### src/design/smcd_pkg.sv
// ----------------------------------------------------------------------------
// Serial motor command decoder package
// Character codes, line limits and the constants of the divide by 100.
// ----------------------------------------------------------------------------
package smcd_pkg;

  localparam int unsigned LINE_CAPACITY = 49;
  localparam int unsigned PWM_PERIOD    = 1000;

  localparam logic [9:0] VOLTAGE_LIMIT_RESET = 10'd416;
  localparam logic [9:0] CMP_MAX             = 10'h3FF;
  localparam logic [6:0] SPEED_MAX           = 7'd100;

  localparam logic [7:0] CH_NUL   = 8'd0;
  localparam logic [7:0] CH_LF    = 8'd10;
  localparam logic [7:0] CH_CR    = 8'd13;
  localparam logic [7:0] CH_TAB   = 8'd9;
  localparam logic [7:0] CH_SPACE = 8'd32;
  localparam logic [7:0] CH_PLUS  = 8'd43;
  localparam logic [7:0] CH_MINUS = 8'd45;
  localparam logic [7:0] CH_ZERO  = 8'd48;
  localparam logic [7:0] CH_NINE  = 8'd57;
  localparam logic [7:0] CH_UP_M  = 8'd77;
  localparam logic [7:0] CH_UP_R  = 8'd82;
  localparam logic [7:0] CH_LO_R  = 8'd114;

  // Product of speed and limit fits in 17 bits; the reciprocal is exact there.
  localparam int unsigned PROD_W       = 17;
  localparam int unsigned DIV100_SHIFT = 24;
  localparam logic [17:0] DIV100_MULT  = 18'd167773;

  function automatic logic is_space(input logic [7:0] c);
    return (c == CH_SPACE) || ((c >= CH_TAB) && (c <= CH_CR));
  endfunction

  function automatic logic is_digit(input logic [7:0] c);
    return (c >= CH_ZERO) && (c <= CH_NINE);
  endfunction

  function automatic logic [7:0] push_digit(input logic [7:0] acc, input logic [7:0] c);
    logic [7:0] dig;
    dig = c - CH_ZERO;
    return {acc[4:0], 3'b000} + {acc[6:0], 1'b0} + dig;
  endfunction

endpackage

### src/design/serial_motor_command_decoder_unit.sv
// ----------------------------------------------------------------------------
// Serial motor command decoder unit
// Parses "M<int> <char> <int>" command lines byte by byte and emits one
// status and PWM compare beat for every CR or LF.
// ----------------------------------------------------------------------------
// Channel   Valid        Stall         Payload
// in        in_valid_i   in_stall_o    rx_byte_i
// out       out_valid_o  out_stall_i   status_o, motor_number_o, drives_channel_o,
//                                      reverse_o, speed_percent_o, compare_value_o
// cfg       cfg_we_i     -             cfg_wdata_i
//
// One beat is accepted every cycle while in_stall_o is low; the parser state
// updates in the same cycle. A line end is registered after the speed times
// limit product and again after the divide by 100 and reverse offset.
// Reset clears the parser, empties the pipeline and loads the limit with 416.
// A stalled output holds its beat while the product stage still takes one more.
module serial_motor_command_decoder_unit
  import smcd_pkg::*;
(
  input  logic       clk_i,
  input  logic       rst_ni,
  input  logic       cfg_we_i,
  input  logic [9:0] cfg_wdata_i,
  input  logic       in_valid_i,
  output logic       in_stall_o,
  input  logic [7:0] rx_byte_i,
  output logic       out_valid_o,
  input  logic       out_stall_i,
  output logic       status_o,
  output logic [7:0] motor_number_o,
  output logic       drives_channel_o,
  output logic       reverse_o,
  output logic [6:0] speed_percent_o,
  output logic [9:0] compare_value_o
);

  typedef enum logic [3:0] {
    PH_LETTER,
    PH_M_SPACE,
    PH_M_SIGN,
    PH_M_DIGITS,
    PH_CHAR,
    PH_S_SPACE,
    PH_S_SIGN,
    PH_S_DIGITS,
    PH_DONE,
    PH_FAIL
  } phase_e;

  logic [9:0]  limit_q;
  phase_e      ph_q, ph_d;
  logic [5:0]  pos_q, pos_d;
  logic [7:0]  macc_q, macc_d;
  logic        mneg_q, mneg_d;
  logic [7:0]  sacc_q, sacc_d;
  logic        sneg_q, sneg_d;
  logic        rev_q, rev_d;

  logic              s1_valid_q;
  logic              s1_ok_q;
  logic [7:0]        s1_motor_q;
  logic              s1_rev_q;
  logic [6:0]        s1_speed_q;
  logic [PROD_W-1:0] s1_prod_q;

  logic       out_valid_q;
  logic       out_status_q;
  logic [7:0] out_motor_q;
  logic       out_drive_q;
  logic       out_rev_q;
  logic [6:0] out_speed_q;
  logic [9:0] out_cmp_q;

  logic              in_fire;
  logic              is_eol;
  logic              out_free;
  logic              s1_free;
  logic              line_ok;
  logic [7:0]        motor_val;
  logic [7:0]        speed_val;
  logic [6:0]        speed_clamp;
  logic [PROD_W-1:0] prod;
  logic [PROD_W+17:0] div_full;
  logic [10:0]       target;
  logic [15:0]       rev_cmp;
  logic [15:0]       cmp_sel;
  logic [9:0]        cmp_val;

  assign out_free   = !out_valid_q || !out_stall_i;
  assign s1_free    = !s1_valid_q || out_free;
  assign in_stall_o = !s1_free;
  assign in_fire    = in_valid_i && !in_stall_o;
  assign is_eol     = (rx_byte_i == CH_LF) || (rx_byte_i == CH_CR);

  always_comb begin
    ph_d   = ph_q;
    pos_d  = pos_q;
    macc_d = macc_q;
    mneg_d = mneg_q;
    sacc_d = sacc_q;
    sneg_d = sneg_q;
    rev_d  = rev_q;
    if (in_fire) begin
      if (is_eol) begin
        ph_d   = PH_LETTER;
        pos_d  = '0;
        macc_d = '0;
        mneg_d = 1'b0;
        sacc_d = '0;
        sneg_d = 1'b0;
        rev_d  = 1'b0;
      end else if (pos_q < 6'(LINE_CAPACITY)) begin
        pos_d = pos_q + 6'd1;
        if (rx_byte_i == CH_NUL) begin
          ph_d = ((ph_q == PH_S_DIGITS) || (ph_q == PH_DONE)) ? PH_DONE : PH_FAIL;
        end else begin
          case (ph_q)
            PH_LETTER: begin
              ph_d = (rx_byte_i == CH_UP_M) ? PH_M_SPACE : PH_FAIL;
            end
            PH_M_SPACE: begin
              if (!is_space(rx_byte_i)) begin
                if ((rx_byte_i == CH_PLUS) || (rx_byte_i == CH_MINUS)) begin
                  mneg_d = (rx_byte_i == CH_MINUS);
                  ph_d   = PH_M_SIGN;
                end else if (is_digit(rx_byte_i)) begin
                  macc_d = push_digit(8'd0, rx_byte_i);
                  ph_d   = PH_M_DIGITS;
                end else begin
                  ph_d = PH_FAIL;
                end
              end
            end
            PH_M_SIGN: begin
              if (is_digit(rx_byte_i)) begin
                macc_d = push_digit(8'd0, rx_byte_i);
                ph_d   = PH_M_DIGITS;
              end else begin
                ph_d = PH_FAIL;
              end
            end
            PH_M_DIGITS: begin
              if (is_digit(rx_byte_i)) begin
                macc_d = push_digit(macc_q, rx_byte_i);
              end else if (is_space(rx_byte_i)) begin
                ph_d = PH_CHAR;
              end else begin
                rev_d = (rx_byte_i == CH_UP_R) || (rx_byte_i == CH_LO_R);
                ph_d  = PH_S_SPACE;
              end
            end
            PH_CHAR: begin
              if (!is_space(rx_byte_i)) begin
                rev_d = (rx_byte_i == CH_UP_R) || (rx_byte_i == CH_LO_R);
                ph_d  = PH_S_SPACE;
              end
            end
            PH_S_SPACE: begin
              if (!is_space(rx_byte_i)) begin
                if ((rx_byte_i == CH_PLUS) || (rx_byte_i == CH_MINUS)) begin
                  sneg_d = (rx_byte_i == CH_MINUS);
                  ph_d   = PH_S_SIGN;
                end else if (is_digit(rx_byte_i)) begin
                  sacc_d = push_digit(8'd0, rx_byte_i);
                  ph_d   = PH_S_DIGITS;
                end else begin
                  ph_d = PH_FAIL;
                end
              end
            end
            PH_S_SIGN: begin
              if (is_digit(rx_byte_i)) begin
                sacc_d = push_digit(8'd0, rx_byte_i);
                ph_d   = PH_S_DIGITS;
              end else begin
                ph_d = PH_FAIL;
              end
            end
            PH_S_DIGITS: begin
              if (is_digit(rx_byte_i)) begin
                sacc_d = push_digit(sacc_q, rx_byte_i);
              end else begin
                ph_d = PH_DONE;
              end
            end
            default: begin
              ph_d = ph_q;
            end
          endcase
        end
      end
    end
  end

  assign line_ok     = (ph_q == PH_DONE) || (ph_q == PH_S_DIGITS);
  assign motor_val   = mneg_q ? (8'd0 - macc_q) : macc_q;
  assign speed_val   = sneg_q ? (8'd0 - sacc_q) : sacc_q;
  assign speed_clamp = (speed_val > {1'b0, SPEED_MAX}) ? SPEED_MAX : speed_val[6:0];
  assign prod        = PROD_W'(speed_clamp) * PROD_W'(limit_q);

  assign div_full = (PROD_W+18)'(s1_prod_q) * (PROD_W+18)'(DIV100_MULT);
  assign target   = div_full[DIV100_SHIFT +: 11];
  assign rev_cmp  = (16'(PWM_PERIOD) > 16'(target)) ? (16'(PWM_PERIOD) - 16'(target)) : 16'd0;
  assign cmp_sel  = s1_rev_q ? rev_cmp : 16'(target);
  assign cmp_val  = (cmp_sel > 16'(CMP_MAX)) ? CMP_MAX : cmp_sel[9:0];

  always_ff @(posedge clk_i or negedge rst_ni) begin
    if (!rst_ni) begin
      limit_q     <= VOLTAGE_LIMIT_RESET;
      ph_q        <= PH_LETTER;
      pos_q       <= '0;
      macc_q      <= '0;
      mneg_q      <= 1'b0;
      sacc_q      <= '0;
      sneg_q      <= 1'b0;
      rev_q       <= 1'b0;
      s1_valid_q  <= 1'b0;
      out_valid_q <= 1'b0;
    end else begin
      if (cfg_we_i) begin
        limit_q <= cfg_wdata_i;
      end
      ph_q   <= ph_d;
      pos_q  <= pos_d;
      macc_q <= macc_d;
      mneg_q <= mneg_d;
      sacc_q <= sacc_d;
      sneg_q <= sneg_d;
      rev_q  <= rev_d;
      if (in_fire && is_eol) begin
        s1_valid_q <= 1'b1;
      end else if (out_free) begin
        s1_valid_q <= 1'b0;
      end
      if (s1_valid_q && out_free) begin
        out_valid_q <= 1'b1;
      end else if (!out_stall_i) begin
        out_valid_q <= 1'b0;
      end
    end
  end

  always_ff @(posedge clk_i) begin
    if (in_fire && is_eol) begin
      s1_ok_q    <= line_ok;
      s1_motor_q <= line_ok ? motor_val : 8'd0;
      s1_rev_q   <= line_ok ? rev_q : 1'b0;
      s1_speed_q <= line_ok ? speed_clamp : 7'd0;
      s1_prod_q  <= line_ok ? prod : '0;
    end
    if (s1_valid_q && out_free) begin
      out_status_q <= !s1_ok_q;
      out_motor_q  <= s1_motor_q;
      out_drive_q  <= s1_ok_q && (s1_motor_q >= 8'd1) && (s1_motor_q <= 8'd4);
      out_rev_q    <= s1_rev_q;
      out_speed_q  <= s1_speed_q;
      out_cmp_q    <= cmp_val;
    end
  end

  assign out_valid_o      = out_valid_q;
  assign status_o         = out_status_q;
  assign motor_number_o   = out_motor_q;
  assign drives_channel_o = out_drive_q;
  assign reverse_o        = out_rev_q;
  assign speed_percent_o  = out_speed_q;
  assign compare_value_o  = out_cmp_q;

  a_pos_bound: assert property (@(posedge clk_i) disable iff (!rst_ni)
    pos_q <= 6'(LINE_CAPACITY))
    else $error("line position beyond capacity");

  a_eol_enters_pipe: assert property (@(posedge clk_i) disable iff (!rst_ni)
    (in_fire && is_eol) |=> (s1_valid_q && (pos_q == 6'd0) && (ph_q == PH_LETTER)))
    else $error("line end did not load the product stage or clear the parser");

  a_fail_zero: assert property (@(posedge clk_i) disable iff (!rst_ni)
    (out_valid_q && out_status_q) |->
      ((out_cmp_q == 10'd0) && (out_motor_q == 8'd0) && (out_speed_q == 7'd0) && !out_rev_q))
    else $error("format error beat carries nonzero fields");

  a_drive_ok: assert property (@(posedge clk_i) disable iff (!rst_ni)
    (out_valid_q && out_drive_q) |->
      (!out_status_q && (out_motor_q >= 8'd1) && (out_motor_q <= 8'd4)))
    else $error("channel drive flag without a valid motor number");

  a_speed_clamped: assert property (@(posedge clk_i) disable iff (!rst_ni)
    s1_valid_q |-> (s1_speed_q <= SPEED_MAX))
    else $error("speed above clamp");

endmodule

### config.mk
export PLATFORM = sky130hd
export DESIGN_NAME = serial_motor_command_decoder_unit
export DESIGN_NICKNAME = d
export VERILOG_FILES = /design/src/design/smcd_pkg.sv /design/src/design/serial_motor_command_decoder_unit.sv
export SDC_FILE = /design/constraint.sdc
export NUM_CORES = 1
export LEC_CHECK = 0
export BUFFER_PORTS_ARGS = -buffer_cell sky130_fd_sc_hd__buf_4
export CAP_MARGIN = 0
export CORE_ASPECT_RATIO = 1.4
export CORE_MARGIN = 4
export CORE_UTILIZATION = 47
export DETAILED_ROUTE_END_ITERATION = 12
export GPL_TIMING_DRIVEN = 0
export PLACE_DENSITY = 0.61
export SLEW_MARGIN = 20
export SYNTH_ARGS = -nofsm -noshare
export SYNTH_HDL_FRONTEND = slang
export SYNTH_SLANG_ARGS = --single-unit
export TNS_END_PERCENT = 20
### constraint.sdc
create_clock -name clk_i -period 11.5 [get_ports clk_i]
set_input_delay 2.3 -clock clk_i [delete_from_list [all_inputs] [get_ports clk_i]]
set_output_delay 2.3 -clock clk_i [all_outputs]
set_load 0.02 [all_outputs]
After elaboration in Yosys (flattened, before gate mapping)
Cells that the tools add are included.

storage, ports and cells
  bits of input ports = 23
  word-level logic and storage cells = 169
  output and inout port bits = 30
  register bits after elaboration = 103

operators by class
  magnitude comparators = 10
  add/sub/neg operators = 9
  $mul = 2
  eq/ne operators = 31
  mux-type cells = 59
  reductions and logical operators = 37

operator list
  operator                                                         count
  2-to-1 mux 8 bit                                                 16
  2-to-1 mux 4 bit                                                 13
  one-hot mux 8 bit (3 select lines)                               2
  multiplier 17 x 18 -> 35 bit, second input constant              1
  adder 8 bit                                                      4
  2-to-1 mux 16 bit                                                2
  one-hot mux 4 bit (8 select lines)                               1
  equality test 8 x 6 -> 1 bit, second input constant              3
  equality test 8 x 7 -> 1 bit, second input constant              3
  2-to-1 mux 1 bit                                                 21
  inequality test 3 bit, second input constant                     7
  inequality test 4 bit, second input constant                     5
  multiplier 7 x 10 -> 17 bit                                      1
  equality test 4 x 3 -> 1 bit, second input constant              4
  equality test 8 x 4 -> 1 bit, second input constant              2
  greater-than comparator 16 x 10 -> 1 bit, second input constant  1
  subtractor 1 x 8 -> 8 bit, first input constant                  2
  AND reduction 7 bit                                              2
  2-to-1 mux 6 bit                                                 2
  AND reduction 6 bit                                              2
  subtractor 10 x 11 -> 12 bit, first input constant               1
  greater-than comparator 10 x 11 -> 1 bit, first input constant   1
  nonzero test 10 bit                                              1
  nonzero test 2 bit                                               5
  27 further kinds                                                 46

Logic depth before layout (Yosys ltp)
Gate-level depths: netlist of the first run.

  depth after elaboration = 9
  gate-level depth with buffers = 28

Least setup slack after synthesis of the first run
Ideal clock, no wire load.

  kind = flip-flop to flip-flop
  start point = register s1_prod_q[3]
  end point = register out_cmp_q[2] (netlist: compare_value_o[2]) (data pin)
  required time = 11.224 ns
  data arrival time = 6.233 ns
  path slack = 4.991 ns
  buffers on the path = 0
  cell stages (with the launch flop) = 23
  cell sequence = edfxtp_1 fa_1 inv_1 fa_1 inv_1 fa_1 inv_1 fa_1 inv_1 fa_1 inv_1 fa_1 inv_1 ha_1 a21o_1 a211oi_1 nor4_4 o311a_4 o21ai_2 nand2_1 xnor2_2 o41ai_4 a211oi_1

on the way
  word-level cells in the longest chain between the ends = 5
  elaborated cells on any way between the ends = 6
  those cells by class = add/sub (1); mul (1); order compare (2); mux (2)

ends and longest elaborated chain
  element                                                                                          RTL line                                  RTL
  start, declared                                                                                  serial_motor_command_decoder_unit.sv:64   logic [PROD_W-1:0] s1_prod_q;
  start signal, assigned                                                                           serial_motor_command_decoder_unit.sv:249  s1_prod_q <= line_ok ? prod : '0;
  multiplier 17 x 18 -> 35 bit (*)                                                                 serial_motor_command_decoder_unit.sv:201  assign div_full = (PROD_W+18)'(s1_prod_q) * (PROD_W+18)'(DIV100_MULT);
  subtractor 10 x 11 -> 12 bit / greater-than comparator 10 x 11 -> 1 bit (equally long branches)  serial_motor_command_decoder_unit.sv:203  assign rev_cmp = (16'(PWM_PERIOD) > 16'(target)) ? (16'(PWM_PERIOD) - 16'(target)) : 16'd0;
  2-to-1 mux 16 bit                                                                                serial_motor_command_decoder_unit.sv:203
  2-to-1 mux 16 bit (*)                                                                            serial_motor_command_decoder_unit.sv:204  assign cmp_sel = s1_rev_q ? rev_cmp : 16'(target);
  greater-than comparator 16 x 10 -> 1 bit                                                         serial_motor_command_decoder_unit.sv:205  assign cmp_val = (cmp_sel > 16'(CMP_MAX)) ? CMP_MAX : cmp_sel[9:0];
  end signal, assigned                                                                             serial_motor_command_decoder_unit.sv:257  out_cmp_q <= cmp_val;
  end, declared                                                                                    serial_motor_command_decoder_unit.sv:72   logic [9:0] out_cmp_q;

Every way passes the cells marked *; elsewhere a longest branch is shown, timed or not.
A chain may end at the register's enable or synchronous reset.

Worst setup path in the final report of the first run
  start point = register s1_prod_q[15]
  end point = register out_cmp_q[2] (netlist: compare_value_o[2]) (data pin)

Same word-level chain as after synthesis.

==> flow_summary_export.csv, run 1 <==
group,metric,value,unit
status,outcome,"completed",
placement,io_buffer_count,51,
floorplan,die_area,31300,um^2
global_route,track_usage,20.1,%
power_and_ir_drop,leakagePower,0.00746,uW
route,routed_wl,29.7,mm
clock_network,cts_resized,0,
synth,synthArstFlopShare,39.8,%
clock_network,cts_buffers,9,
timing,skew,0.00784,ns
worst_setup_path,crit_required,11.59,ns
power_and_ir_drop,ir_worst_vdd,0.0000878,V
global_route,antenna_found_initial,0,
synth,yosysWarnings,0,
clock_network,post_cts_buffers,0,
clock_network,clkLatencyLatePin,0.37,ns
synth,synth-seq-area-share,21.6,%
synth,yosysTopAreaCell,"fa_1",
worst_setup_path,crit_fanout,9,
synth,synth_top_area_share,23.4,%
route,wl_per_cell,16.5,um
min_path,hp-class,"flip-flop to flip-flop",
finish,layout.nets,1806,
timing,tightest_slew,1.06,ns
floorplan,rows,72,
timing,hold_viol_final,0,
worst_setup_path,crit_arrival,7.44,ns
timing,fin_crit_sh,63.9,%
route,drt_iter0_drc,306,
finish,drive_gt1_share,8.05,%
timing,relSlewSlack,29.5,%
worst_setup_path,crit_type,"flip-flop to flip-flop",
clock_network,clkSinkCount,103,
clock_network,htreeDepth,3,
route,vias_per_cell,5.24,
synth,postSynthCellCount,1360,
worst_setup_path,cp-start-kind,"flip-flop",
run,cap_violations,0,
synth,synthesis.nets,1742,
global_route,grt_max_degree,42,
synth,synth_cell_type_count,72,
clock_network,cts.root.buffer_cell,"clkbuf_16",
placement,gp_congestion,0.934,
clock_network,clkTransAtPathRegs,0.07,ns
synth,yosys-top-cells-area,"fa_1 (23%), ha_1 (19%), edfxtp_1 (14%)",
timing,fin_ws,4.15,ns
floorplan,die_w,151,um
global_route,overflow,0,
power_and_ir_drop,power_density,86.0,nW/um^2
synth,syn_avg_cell_area,9.83,um^2
global_route,grt_first_pass_wirelength,49.7,mm
floorplan,die_h,208,um
clock_network,cts_hold_buf,0,
synth,syn_area,13400,um^2
floorplan,core,27800,um^2
timing,fmax,136,MHz
finish,synthToLayoutAreaGrowth,9.12,%
synth,synth_seq_cells,103,
timing,tns,0,ns
route,vias,9431,
timing,setup_viol,0,
clock_network,cts_buffer_depth,2,
timing,layout_min_cycle_time,7.35,ns
synth,synth_edf_count,62,
synth,ys.flop_type,"edfxtp_1",
route,drtAntennaViolNets,0,
route,drcViolationCount,0,
timing,slew_violations,0,
worst_setup_path,critPathCaptureType,"flip-flop",
global_route,grt_pass1_vias,10026,
timing,rsz0062_at_grt,"no",
finish,n_antenna_cell,0,
placement,dp_slack,4.11,ns
floorplan,pin_count,53,
route,drt_first_pass_iters,7,
floorplan,start_util,48.0,%
clock_network,cts_tree,"built",
placement,place_hpwl,25.2,mm
-- per-layer routing --
| metal | up-vias | track usage, % | routed length [um] |
|---|---|---|---|
| li1 | 4611 | - | - |
| met1 | 4639 | 23.3 | 11700 |
| met2 | 135 | 37.5 | 16400 |
| met3 | 46 | 2.31 | 716 |
| met4 | 0 | 7.10 | 959 |
| met5 | - | 0 | 0 |
-- critical path: stages, from the launching register on --
cell      delay (ns)
edfxtp_1        0.60
fa_1            0.70
fa_1            0.49
fa_1            0.54
fa_1            0.55
fa_1            0.56
inv_1           0.05
fa_1            0.61
inv_1           0.06
ha_1            0.31
nand4_1         0.15
nor3_1          0.23
o21ai_1         0.16
nor4_4          0.42
nor4b_4         0.11
o41ai_4         0.40
xor2_1          0.35
o21ai_2         0.15
o41ai_4         0.46
a211oi_1        0.16
-- Yosys cell counts (3+ instances only) --
cell	number
dfstp_2	3
xor2_1	22
nand2b_1	5
nor2_1	73
a21o_1	23
fa_1	156
a21oi_1	53
or4_1	4
nor3_1	20
a32o_1	3
o21ai_0	33
mux2_2	15
dfrtp_1	38
nor4_1	6
o31ai_1	23
o21ai_1	9
nand2_1	109
nand4_1	9
or2_2	4
inv_1	290
a31oi_1	7
nor2b_1	4
o21ai_2	3
o21bai_1	4
nand3_1	20
ha_1	203
and2_1	33
a211oi_1	7
mux2i_1	11
xnor2_1	32
clkbuf_1	22
and3_1	4
edfxtp_1	62
-- cells in the final DEF, fill, tap and decap left out, types with 7 or more instances in the layout --
master and n:
clkbuf_1 22, and2_1 33, a211oi_1 7, xnor2_1 32, mux2_2 15, inv_1 290
nor3_1 20, xor2_1 22, o21ai_1 9, a21oi_1 53, buf_4 51, nand4_1 9
nand2_1 109, a21o_1 23, mux2i_1 11, o31ai_1 23, dfrtp_1 38, ha_1 203
clkbuf_16 10, nor2_1 72, a31oi_1 7, nand3_1 20, edfxtp_1 62, fa_1 156
o21ai_0 33
-- logic make-up after synthesis --
group,Yosys count,share of synthesized area [%]
fa+ha+maj,359,42.3
buf+inv,312,8.76
simple gates,303,10.8
compound gates,201,10.6
flops,103,21.6
mux,26,2.09
xor+xnor,56,3.78
-- state kept, by name (all words and copies together), names as in the netlist --
signal,count
s1_rev_q,1
pos_q,6
s1_valid_q,1
s1_ok_q,1
limit_q,10
sacc_q,8
compare_value_o,10
s1_speed_q,7
motor_number_o,8
s1_prod_q,17
drives_channel_o,1
macc_q,8
rev_q,1
status_o,1
s1_motor_q,8
reverse_o,1
out_valid_o,1
mneg_q,1
sneg_q,1
speed_percent_o,7
ph_q,4
-- where the power goes --
group          internal [uW]  switching (uW)
logic                    206             270
registers                420            43.2
clock network            163             152
total                    789             465
-- worst paths after layout --
path | depth (start not counted) | slack, ns | from | end
max | 19 | 4.15 | s1_prod_q[15] | compare_value_o[2]
min | 0 | 0.42 | s1_speed_q[4] | speed_percent_o[4]
max reg2reg | 19 | 4.15 | s1_prod_q[15] | compare_value_o[2]
min reg2reg | 0 | 0.42 | s1_speed_q[4] | speed_percent_o[4]
max in group asynchronous | 1 | 9.20 | rst_ni | macc_q[6]
min in group asynchronous | 1 | 1.91 | rst_ni | limit_q[1]
-- area by class of cell --
cell class              count  area (um^2)
plain buffers              22         82.6
repair buffers             53          438
clock inverters             6         50.0
fillers                  2587        13200
clock buffers              10          250
inverters                 290         1090
multi-input cells         945         9330
flip-flops and latches    103         2890
well taps                 370          463
-- through the flow --
stage	hold slack, ns	utilization, %	power [uW]	instances	area [um^2]
final	0.423	52.4	1250	1799	14600
after global routing	0.433	52.4	1360	1799	14600
after CTS	0.426	52.4	1270	1799	14600
after detailed placement	0.409	51.3	947	1783	14300
after global placement	0.404	51.1	938	1781	14200
after floorplan	0.400	-	840	1360	13400
Power figures use the tool's default switching activity.
==> inputs of run 2 (changes only) <==
==> constraint.sdc (replaced) <==
create_clock -name clk_i -period 7.25 [get_ports clk_i]
set_input_delay 1.45 -clock clk_i [delete_from_list [all_inputs] [get_ports clk_i]]
set_output_delay 1.45 -clock clk_i [all_outputs]
set_load 0.02 [all_outputs]
==> flow_summary_export.csv, run 2 (synthesis gave the netlist of run 1 again) <==
group,metric,value,unit
status,outcome,"completed",
power_and_ir_drop,power_density,133,nW/um^2
timing,fmax,142,MHz
run,cap_violations,0,
timing,relSlewSlack,27.8,%
finish,top_register,"s1_prod_q",
worst_setup_path,crit_type,"flip-flop to flip-flop",
clock_network,cts_tree,"built",
global_route,met3_usage,2.23,%
finish,layout.nets,1845,
clock_network,cts.root.buffer_cell,"clkbuf_16",
floorplan,start_util,48.0,%
floorplan,die_w,151,um
power_and_ir_drop,leakagePower,0.00768,uW
route,drt_iter0_drc,314,
timing,fin_ws,0.206,ns
finish,layout_common_cells,"inv_1 (290), ha_1 (201), fa_1 (155)",
floorplan,rows,72,
finish,stdcell_count,1838,
route,routed_wl,30.4,mm
floorplan,core,27800,um^2
clock_network,clkSinkCount,103,
floorplan,pin_count,53,
finish,fill_cells,2549,
power_and_ir_drop,ir_worst_vdd,0.000141,V
global_route,grt_first_pass_wirelength,49.8,mm
clock_network,cts_buffers,9,
finish,n_antenna_cell,0,
timing,fin_crit_sh,97.2,%
power_and_ir_drop,p_total,2000,uW
finish,synthToLayoutAreaGrowth,12.3,%
clock_network,cts_buffer_depth,2,
route,vias,9595,
placement,gp_congestion,0.934,
timing,hold_viol_final,0,
worst_setup_path,crit_fanout,6,
timing,layout_min_cycle_time,7.04,ns
route,drt_first_pass_iters,5,
finish,multiInputGateArea,9470,um^2
route,wl_per_cell,16.5,um
min_path,hp-class,"flip-flop to flip-flop",
global_route,grt_busiest_layer,"met2",
worst_setup_path,crit_required,7.34,ns
floorplan,die_h,208,um
finish,layout.cells.most_common,"inv_1",
clock_network,htreeDepth,3,
global_route,grt_util_met1,23.5,%
finish,drive_gt1_share,11.6,%
finish,largest_reg_flops,17,
finish,finalCoreUtilization,54.0,%
worst_setup_path,cp-start-kind,"flip-flop",
timing,skew,0.00735,ns
clock_network,clkLatencyLatePin,0.37,ns
clock_network,cts_hold_buf,0,
global_route,grt_pass1_vias,10050,
global_route,overflow,0,
placement,io_buffer_count,51,
route,drcViolationCount,0,
finish,regArea,2890,um^2
route,vias_per_cell,5.22,
worst_setup_path,crit_arrival,7.14,ns
global_route,grt_use_met2,37.6,%
worst_setup_path,critPathCaptureType,"flip-flop",
timing,setup_viol,0,
placement,dp_slack,-0.135,ns
timing,tightest_slew,1.08,ns
clock_network,clkTransAtPathRegs,0.07,ns
global_route,track_usage,20.2,%
timing,slew_violations,0,
global_route,grt_max_degree,42,
placement,place_hpwl,25.2,mm
route,drtAntennaViolNets,0,
placement,dp.cells,1783,
floorplan,die_area,31300,um^2
global_route,antenna_found_initial,0,
-- run 2: cell types whose count changed in the layout (fill, tap and decap cells not counted), moves of 2 or more --
cell | previous run | this run
nor2_4 | 1 | 4
buf_4 | 51 | 90
nor3_1 | 20 | 18
xor2_1 | 22 | 20
xor2_2 | 0 | 2
ha_1 | 203 | 201
nor3_2 | 1 | 3
nor2_1 | 72 | 69
-- run 2: area by class of cell --
cell class,count,area share (%)
Multi-Input combinational cell,945,63.0
Clock buffer,10,1.67
Inverter,290,7.25
Sequential cell,103,19.2
Tap cell,370,3.08
Buffer,22,0.550
Timing Repair Buffer,92,4.86
Clock inverter,6,0.333
-- run 2: through the flow --
step | TNS (ns) | hold slack [ns] | area [um^2]
final | 0 | 0.424 | 15000
after global routing | -0.0784 | 0.433 | 15000
after CTS | 0 | 0.426 | 14600
after detailed placement | -0.776 | 0.409 | 14300
after global placement | -0.560 | 0.404 | 14200
after floorplan | 0 | 0.400 | 13400
-- run 2: timing repair --
| item | CTS | global route |
|---|---|---|
| setup endpoints to repair | 8 | 16 |
| pin swaps | 2 | 10 |
| resized for setup | 4 | 20 |
| buffers inserted | 4 | 35 |
-- run 2: metal layers --
metal	up-vias	part of all wire, %
met2	124	56
met4	0	3.2
li1	4682	-
met1	4742	39
met3	47	2.0
met5	-	0
-- run 2: worst paths after layout --
| path | to | startpoint | slack (ns) | depth (start not counted) |
|---|---|---|---|---|
| hold / removal | speed_percent_o[4] | s1_speed_q[4] | 0.42 | 0 |
| hold reg to reg | speed_percent_o[4] | s1_speed_q[4] | 0.42 | 0 |
| setup reg to reg | compare_value_o[2] | s1_prod_q[3] | 0.21 | 25 |
| setup / recovery | compare_value_o[2] | s1_prod_q[3] | 0.21 | 25 |
| max in group asynchronous | macc_q[6] | rst_ni | 5.80 | 1 |
| min in group asynchronous | limit_q[4] | rst_ni | 1.06 | 1 |
-- run 2: power breakdown --
part	total [uW]	switching [uW]	internal [uW]	leakage, uW
logic	762	432	330	0.00639
registers	736	69.1	667	0.00115
clock network	502	243	258	0.000146
total	2000	745	1250	0.00768
-- run 2: worst max-delay path, cell delays in order, from the launching register on --
cell and delay (ns):
edfxtp_1 0.55, fa_1 0.62, inv_1 0.06, fa_1 0.48, inv_1 0.05, fa_1 0.49
inv_1 0.05, fa_1 0.51, inv_1 0.07, fa_1 0.53, inv_1 0.05, fa_1 0.53
inv_1 0.06, ha_4 0.25, a21o_4 0.23, a2111oi_4 0.41, nor4_4 0.09, buf_4 0.17
buf_4 0.13, o311a_4 0.33, nand3b_1 0.24, nand2_2 0.15, o21ai_2 0.10, o41ai_4 0.37
buf_4 0.19, a211oi_1 0.07
==> inputs of run 3 (changes only) <==
--- a/config.mk
+++ b/config.mk
@@ -5,14 +5,15 @@
 export SDC_FILE = /design/constraint.sdc
 export NUM_CORES = 1
 export LEC_CHECK = 0
+export ABC_AREA = 1
 export BUFFER_PORTS_ARGS = -buffer_cell sky130_fd_sc_hd__buf_4
 export CAP_MARGIN = 0
 export CORE_ASPECT_RATIO = 1.4
 export CORE_MARGIN = 4
-export CORE_UTILIZATION = 47
+export CORE_UTILIZATION = 65
 export DETAILED_ROUTE_END_ITERATION = 12
 export GPL_TIMING_DRIVEN = 0
-export PLACE_DENSITY = 0.61
+export PLACE_DENSITY_LB_ADDON = 0.08
 export SLEW_MARGIN = 20
 export SYNTH_ARGS = -nofsm -noshare
 export SYNTH_HDL_FRONTEND = slang
==> flow_summary_export.csv, run 3 <==
group,metric,value,unit
finish,layout.nets,2253,
placement,io_buffer_count,51,
worst_setup_path,crit_buf_inv,7,
floorplan,start_util,66.2,%
power_and_ir_drop,internal-power,1940,uW
timing,worst_hold_slack,0.419,ns
synth,synth_top_family_by_area,"adder cells",
worst_setup_path,critPathTopFamily,"adder cells",
run,cap_violations,0,
worst_setup_path,critical_path.most_common_cell,"inv_1",
global_route,track_usage,27.8,%
worst_setup_path,crit_type,"flip-flop to flip-flop",
synth,synthArstFlopShare,39.8,%
placement,placed_area,15300,um^2
floorplan,die_h,185,um
worst_setup_path,crit_required,7.36,ns
finish,top_register,"s1_prod_q",
timing,fin_crit_sh,88.3,%
synth,ys_top_cells_by_count,"inv_1 (464), nand2_1 (363), ha_1 (203)",
finish,n_antenna_cell,0,
synth,synth_seq_cells,103,
timing,tns,0,ns
timing,relSlewSlack,52.5,%
global_route,grt_pass1_vias,11906,
clock_network,clkTransAtPathRegs,0.07,ns
timing,fmax,156,MHz
synth,yosysTopAreaCell,"fa_1",
finish,largest_reg_flops,17,
power_and_ir_drop,ir_worst_vdd,0.000251,V
worst_setup_path,crit_fanout,7,
clock_network,cts_buffer_depth,2,
synth,synth-seq-area-share,20.0,%
worst_setup_path,max_stage_delay,0.65,ns
finish,drive_gt1_share,7.89,%
global_route,overflow,0,
power_and_ir_drop,p_sw,1840,uW
power_and_ir_drop,power_density,242,nW/um^2
global_route,antenna_found_initial,0,
route,drt_first_pass_iters,7,
timing,setup_viol,0,
floorplan,die_area,24800,um^2
synth,synthMuxAreaShare,0.0778,%
route,vias_per_cell,5.25,
worst_setup_path,crit_arrival,6.51,ns
finish,fill_cells,1811,
finish,layout_common_cells,"inv_1 (464), nand2_1 (363), ha_1 (203)",
synth,synthesis.nets,2189,
power_and_ir_drop,p_sw_share,48.7,%
timing,hold_viol_final,0,
worst_setup_path,crit_slowest_cell,"fa_1",
synth,synth_cell_type_count,53,
synth,yosysWarnings,0,
timing,layout_min_cycle_time,6.40,ns
synth,synth.most_common_cell,"inv_1",
synth,yosys.area_share.simple,18.2,%
finish,final_area,15600,um^2
clock_network,cts_tree,"built",
power_and_ir_drop,pwr-share-comb,65.3,%
clock_network,clkLatencyLatePin,0.36,ns
clock_network,cts.root.buffer_cell,"clkbuf_16",
power_and_ir_drop,leakagePower,0.00844,uW
placement,gp_congestion,0.985,
placement,place_hpwl,28.0,mm
synth,yosys-top-cells-area,"fa_1 (22%), ha_1 (18%), edfxtp_1 (13%)",
route,wl_per_cell,14.9,um
timing,skew,0.0111,ns
finish,layout.cells.most_common,"inv_1",
route,drt_iter0_drc,572,
floorplan,pin_count,53,
timing,tightest_slew,0.712,ns
clock_network,cts_resized,0,
finish,synthToLayoutAreaGrowth,7.95,%
synth,synth_edf_count,62,
worst_setup_path,cp-start-kind,"flip-flop",
floorplan,rows,64,
clock_network,cts_hold_buf,0,
synth,syn_area,14500,um^2
power_and_ir_drop,clkPwrFrac,13.8,%
synth,synth_compound_area_share,8.08,%
clock_network,post_cts_buffers,0,
floorplan,die_w,134,um
synth,ys.flop_type,"edfxtp_1",
synth,syn_avg_cell_area,8.01,um^2
power_and_ir_drop,sequentialPowerShare,20.9,%
clock_network,htreeDepth,3,
synth,synth_top_area_share,21.6,%
timing,rsz0062_at_grt,"no",
route,drcViolationCount,0,
route,drtAntennaViolNets,0,
synth,synthAdderAreaFrac,39.1,%
clock_network,cts_buffers,9,
synth,postSynthCellCount,1807,
floorplan,core,21900,um^2
timing,slew_violations,0,
route,routed_wl,32.4,mm
global_route,grt_max_degree,42,
status,outcome,"completed",
synth,synth-xor-area-share,1.57,%
route,vias,11419,
min_path,hp-class,"flip-flop to flip-flop",
global_route,grt_first_pass_wirelength,54.9,mm
clock_network,clkSinkCount,103,
worst_setup_path,critPathCaptureType,"flip-flop",
-- run 3: cell count changes after synthesis, sizes merged, moves of 14 or more --
| cell | before | now |
|---|---|---|
| mux2 | 15 | 1 |
| nand2 | 110 | 379 |
| and2 | 33 | 3 |
| o31ai | 23 | 2 |
| nand3 | 20 | 58 |
| xnor2 | 34 | 9 |
| o21ai | 45 | 79 |
| a21o | 23 | 3 |
| inv | 290 | 473 |
| a21oi | 55 | 82 |
| nor2 | 73 | 146 |
-- run 3: power by group through the flow --
stage	clock network, uW	registers (uW)	logic, uW
after global routing	558	798	2880
after global placement	0	798	2370
final	521	788	2470
after detailed placement	0	799	2440
after CTS	532	787	2480
after floorplan	0	781	1920
-- run 3: final cells by class --
cell class / instances / area (um^2) / area share [%]
Clock inverter: 5 / 60.1 / 0.384
Multi-Input combinational cell: 1213 / 9730 / 62.2
Timing Repair Buffer: 53 / 430 / 2.75
Tap cell: 297 / 372 / 2.38
Inverter: 475 / 1790 / 11.4
Buffer: 16 / 98.8 / 0.632
Sequential cell: 103 / 2890 / 18.5
Clock buffer: 11 / 264 / 1.69
-- run 3: final timing paths --
path | from | to | slack [ns] | cells past startpoint
setup / recovery | s1_prod_q[3] | compare_value_o[9] | 0.85 | 27
hold / removal | s1_speed_q[4] | speed_percent_o[4] | 0.42 | 0
setup reg to reg | s1_prod_q[3] | compare_value_o[9] | 0.85 | 27
hold reg to reg | s1_speed_q[4] | speed_percent_o[4] | 0.42 | 0
max in group asynchronous | rst_ni | limit_q[5] | 5.76 | 1
min in group asynchronous | rst_ni | out_valid_o | 1.08 | 1
-- run 3: metal layers --
layer	GRT usage, %	routed length (um)
met5	0	0
met4	13.0	1610
met3	2.73	900
met2	53.6	17400
met1	30.5	12500
-- run 3: logic make-up after synthesis --
kind of cell,Yosys count
AOI/OAI and AO/OA,202
and+or+nand+nor,625
xor gates and xnor gates,26
muxes,1
buffers and inverters,491
DFF,103
adders and majority gates,359
-- run 3: through the flow --
step | utilization, % | std cells | setup WS, ns | total power [uW]
global route | 71.5 | 2173 | 0.389 | 4230
global placement | 69.7 | 2155 | 0.901 | 3170
finish | 71.5 | 2173 | 0.846 | 3780
CTS | 71.5 | 2173 | 0.847 | 3790
floorplan | - | 1807 | 1.49 | 2700
detailed placement | 70.0 | 2157 | 0.843 | 3240
-- run 3: worst register-to-register path: cells and delay by family, from the launching register on --
family	cells	cell delay [ns]
fa+ha+maj	8	3.63
simple gates	9	1.05
flops	1	0.56
compound gates	3	0.54
buf+inv	7	0.38
